### src/rtl/core/q2e_pkg.sv
package q2e_pkg;

  // Angle accumulator: Q30 radians, enough headroom for +-pi plus CORDIC sweep.
  localparam int ACC_W = 35;

  // Queue between front and back.
  localparam int Q_PTR_W = 2;
  localparam int Q_DEPTH = 1 << Q_PTR_W;

  localparam logic signed [ACC_W-1:0] HALF_PI_Q30 = 35'sd1686629713;
  localparam logic signed [ACC_W-1:0] PI_Q30      = 35'sd3373259426;

  // atan(2^-i) * 2^30, rounded down (entries 27 to 30 rounded up)
  localparam logic [31:0] ATAN_Q30 [32] = '{
    32'h3243F6A8, 32'h1DAC6705, 32'h0FADBAFC, 32'h07F56EA6, 32'h03FEAB76, 32'h01FFD55B,
    32'h00FFFAAA, 32'h007FFF55, 32'h003FFFEA, 32'h001FFFFD, 32'h000FFFFF, 32'h0007FFFF,
    32'h0003FFFF, 32'h0001FFFF, 32'h0000FFFF, 32'h00007FFF, 32'h00003FFF, 32'h00001FFF,
    32'h00000FFF, 32'h000007FF, 32'h000003FF, 32'h000001FF, 32'h000000FF, 32'h0000007F,
    32'h0000003F, 32'h0000001F, 32'h0000000F, 32'h00000008, 32'h00000004, 32'h00000002,
    32'h00000001, 32'h00000000
  };

  typedef struct packed {
    logic full;
    logic empty;
  } q2e_q_stat_t;

endpackage

### src/rtl/core/q2e_queue.sv
module q2e_queue #(
  parameter int W = 8
) (
  input  logic                 clk,
  input  logic                 rst_n,
  input  logic                 push,
  input  logic [W-1:0]         push_data,
  input  logic                 pop,
  output logic [W-1:0]         pop_data,
  output q2e_pkg::q2e_q_stat_t stat
);
  import q2e_pkg::*;

  logic [W-1:0]       slot_r [Q_DEPTH];
  logic [Q_PTR_W-1:0] wr_ptr_r, wr_ptr_nxt;
  logic [Q_PTR_W-1:0] rd_ptr_r, rd_ptr_nxt;
  logic [Q_PTR_W:0]   cnt_r, cnt_nxt;

  always_comb begin
    wr_ptr_nxt = push ? wr_ptr_r + 1'b1 : wr_ptr_r;
    rd_ptr_nxt = pop ? rd_ptr_r + 1'b1 : rd_ptr_r;
    cnt_nxt    = cnt_r + (Q_PTR_W+1)'(push) - (Q_PTR_W+1)'(pop);
  end

  always_ff @(posedge clk) begin
    if (!rst_n) begin
      wr_ptr_r <= '0;
      rd_ptr_r <= '0;
      cnt_r    <= '0;
    end else begin
      wr_ptr_r <= wr_ptr_nxt;
      rd_ptr_r <= rd_ptr_nxt;
      cnt_r    <= cnt_nxt;
    end
  end

  always_ff @(posedge clk) begin
    if (push) begin
      slot_r[wr_ptr_r] <= push_data;
    end
  end

  assign pop_data   = slot_r[rd_ptr_r];
  assign stat.full  = (cnt_r == (Q_PTR_W+1)'(Q_DEPTH));
  assign stat.empty = (cnt_r == '0);

endmodule

### config.mk
export PLATFORM = sky130hd
export DESIGN_NAME = q2e_queue
export DESIGN_NICKNAME = d
export VERILOG_FILES = /design/src/rtl/core/q2e_pkg.sv /design/src/rtl/core/q2e_queue.sv
export SDC_FILE = /design/constraint.sdc
export NUM_CORES = 1
export LEC_CHECK = 0
export ABC_AREA = 1
export BUFFER_PORTS_ARGS = -buffer_cell sky130_fd_sc_hd__buf_2
export CORE_MARGIN = 5
export CORE_UTILIZATION = 60
export CTS_CLUSTER_DIAMETER = 60
export DETAILED_ROUTE_END_ITERATION = 10
export PLACE_DENSITY = 0.82
export SLEW_MARGIN = 10
export SYNTH_ARGS = -nofsm -noshare
export SYNTH_HDL_FRONTEND = slang
export SYNTH_SLANG_ARGS = --single-unit
### constraint.sdc
create_clock -name clk -period 3.3 [get_ports clk]
set_input_delay 0.33 -clock clk [delete_from_list [all_inputs] [get_ports clk]]
set_output_delay 0.33 -clock clk [all_outputs]
set_load 0.05 [all_outputs]
==> out/metrics.csv <==
metric,value,unit
postcts setup bufs,0,
largest fanout on the critical path,32,
Routed Antenna Nets,0,
total track usage,0.1431,
Slew Limit Fails,0,
Critical R2R Capture,cnt_r[2]$_SDFF_PN0_,
number of global-route vias before repair,972,
Die X,63.51,um
Syn Nets,168,
area delta synth->final,9.760,%
Seq cells post-synth,41,
Max Clk Rate,0.4553,GHz
Period minus WS final,2196,ps
Initial DRT Pass Iterations,4,
Bufs on Longest Clock Path,2,
Logic pwr share,0.184,
Avg WL per Cell,12.84,um
main flop type after synthesis,edfxtp_1,
top sig layer,met4,
RD Place Congestion,0.7404,
Post-Synth Simple-Gate Area,0.06701,
# setup viols final,0,
internal power,0.8006,mW
Layout Cells excl Fill,204,
Compound-Gate Fraction of Synth Area,0.1129,
cts hold-fix bufs,0,
Post-synth ARST share,0,
switching share of power,0.2873,
initial antenna violation count,0,
xor-xnor portion of the synthesized cell area,0,
Starting Density,0.6230,
post-CTS sizing,0,
final hold vios,0,
max_slew headroom,0.3780,
Setup crit end kind,primary output,
first-pass GRT wire length,4.374,mm
detailed placement HPWL,1.813,mm
worst skew pair latency,330,ps
largest family of logic cells by synthesized area,compound AO/OA/AOI/OAI gates,
switching power,0.3228,mW
met1 WL,1.118,mm
Worst setup endpoint,pop_data[5],
Worst-Margin Slew,931.7,ps
Setup Skew,12.59,ps
Post-synth EDFFs,32,
Syn. warnings,0,
full die area,4034,sq um
Pwr Density,595.8,nW/um^2
Synth top cells by count,"edfxtp_1 (32), inv_1 (32), nand2_1 (26)",
final WL,2.620,mm
grt total ovfl,0,
# rows,19,
adder-cell area share of the yosys netlist,0.05535,
H-tree depth,2,
largest net degree at the start of global routing,33,
multiplexer share of the synthesized area,0,
number of I/O pins,22,
routed wl met3,118,um
VDD IR max,0.0004831,V
CTS clock-pin slew for the worst setup and hold paths,110,ps
Via density,5.039,
sequential power share,0.547,
# diodes,0,
Cells after Synth,149,
r2r setup slk,1610,ps
RSZ-0062 raised after global routing,false,
core outline area,2758,sq um
Worst Setup Start Kind,flip-flop,
Worst EP required,2970,ps
largest area contributor in the netlist,edfxtp_1,
worst endpoint data arrival time,1870,ps
number of max-cap violations,0,
Yosys top cell area share,0.5594,
status,completed,
PortBufs,21,
CTS tree,yes,
drc violations,0,
via count,1028,
CTS root buf,clkbuf_4,
metal2 WL,1.352,mm
share of cells above drive strength 1,0.1676,
sequential share of the synthesized area,0.6642,
syn_area_per_cell,11.53,sq um
clock share of power,0.269,
Lkg Pwr,0.8264,nW
CTS buffer count,5,
die height,63.51,um
Tcrit/Tclk final,0.6656,
CTS Sinks,41,
Area contributors post-synth,"edfxtp_1 (56%), dfxtp_1 (10%), inv_1 (7.0%)",
Crit Path Class,reg2out,
drt first-iter violations,54,
HP Class,in2reg,
worst reg2reg startpoint,cnt_r[0]$_SDFF_PN0_,
Post-Place Cells,196,
synthesized cell area,1718,sq um
Reg2Reg Depth,9,
Setup TNS,0,ps
Final Net Count,191,
Synth cell types,16,
metal layers:
metal,GRT usage,up-vias
met5,0,-
met4,0.05455,0
met3,0.05506,5
met2,0.2398,20
met1,0.1637,465
li1,-,538
area by class of cell:
| class | instances | area (sq um) |
|---|---|---|
| timing repair buffer | 21 | 105.1 |
| fill | 194 | 872.1 |
| clock buffer | 6 | 41.29 |
| clock inverter | 2 | 35.03 |
| sequential | 41 | 1141 |
| tap | 31 | 38.79 |
| inverter | 32 | 120.1 |
| multi-input combinational | 71 | 404.1 |
worst min path at each step:
stage / startpoint / end / cells after the start
4_1_cts: push_data[7] / slot_r[3][7]$_DFFE_PP_ / 1
5_1_grt: push_data[7] / slot_r[3][7]$_DFFE_PP_ / 1
3_3_place_gp: rd_ptr_r[1]$_SDFFE_PN0P_ / rd_ptr_r[1]$_SDFFE_PN0P_ / 2
2_1_floorplan: pop / flip-flop / 1
6_report: push_data[7] / slot_r[3][7]$_DFFE_PP_ / 1
3_5_place_dp: rd_ptr_r[1]$_SDFFE_PN0P_ / rd_ptr_r[1]$_SDFFE_PN0P_ / 2
critical path, cell delays in order (launching register included):
cell,delay [ps]
dfxtp_1,950
o21ai_0,230
nand2_1,90
buf_2,260
layout by cell type (no fill, tap or decap), drive strengths merged:
| cell | n |
|---|---|
| nor2 | 2 |
| bufinv | 1 |
| o21ai | 12 |
| edfxtp | 32 |
| clkinv | 1 |
| nand2 | 26 |
| fa | 1 |
| a21oi | 14 |
| nor3 | 1 |
| clkbuf | 6 |
| nand3 | 1 |
| dfxtp | 9 |
| o211ai | 8 |
| ha | 6 |
| buf | 21 |
| inv | 32 |
sequential cells by signal, summed over array words and instances, names as in the netlist, named ones only:
register	count
cnt_r	3
rd_ptr_r	2
slot_r	32
wr_ptr_r	2
power by group through the flow:
stage	clock [mW]	combinational (mW)	sequential [mW]
6_report	0.302	0.206	0.615
5_1_grt	0.342	0.229	0.619
4_1_cts	0.309	0.208	0.613
3_5_place_dp	0	0.206	0.624
3_3_place_gp	0	0.195	0.622
2_1_floorplan	0	0.170	0.611
logic make-up (layout without fill, tap and decap cells):
group                      Yosys count  count (layout)
buffers and inverters               37              61
DFF                                 41              41
adders and majority gates            7               7
AOI/OAI and AO/OA                   34              34
and+or+nand+nor                     30              30
through the flow:
step	cell area [sq um]	util	hold WS [ps]	worst slack, ps	power (mW)
4_1_cts	1886	0.6838	184.9	1112	1.131
3_3_place_gp	1809	0.6561	448.5	1531	0.8167
3_5_place_dp	1809	0.6561	465.5	1479	0.8306
6_report	1886	0.6838	202.4	1104	1.123
5_1_grt	1886	0.6838	170.2	868.0	1.191
2_1_floorplan	1718	-	421.9	1573	0.7809
No activity file was read; power rests on OpenSTA's default activity.
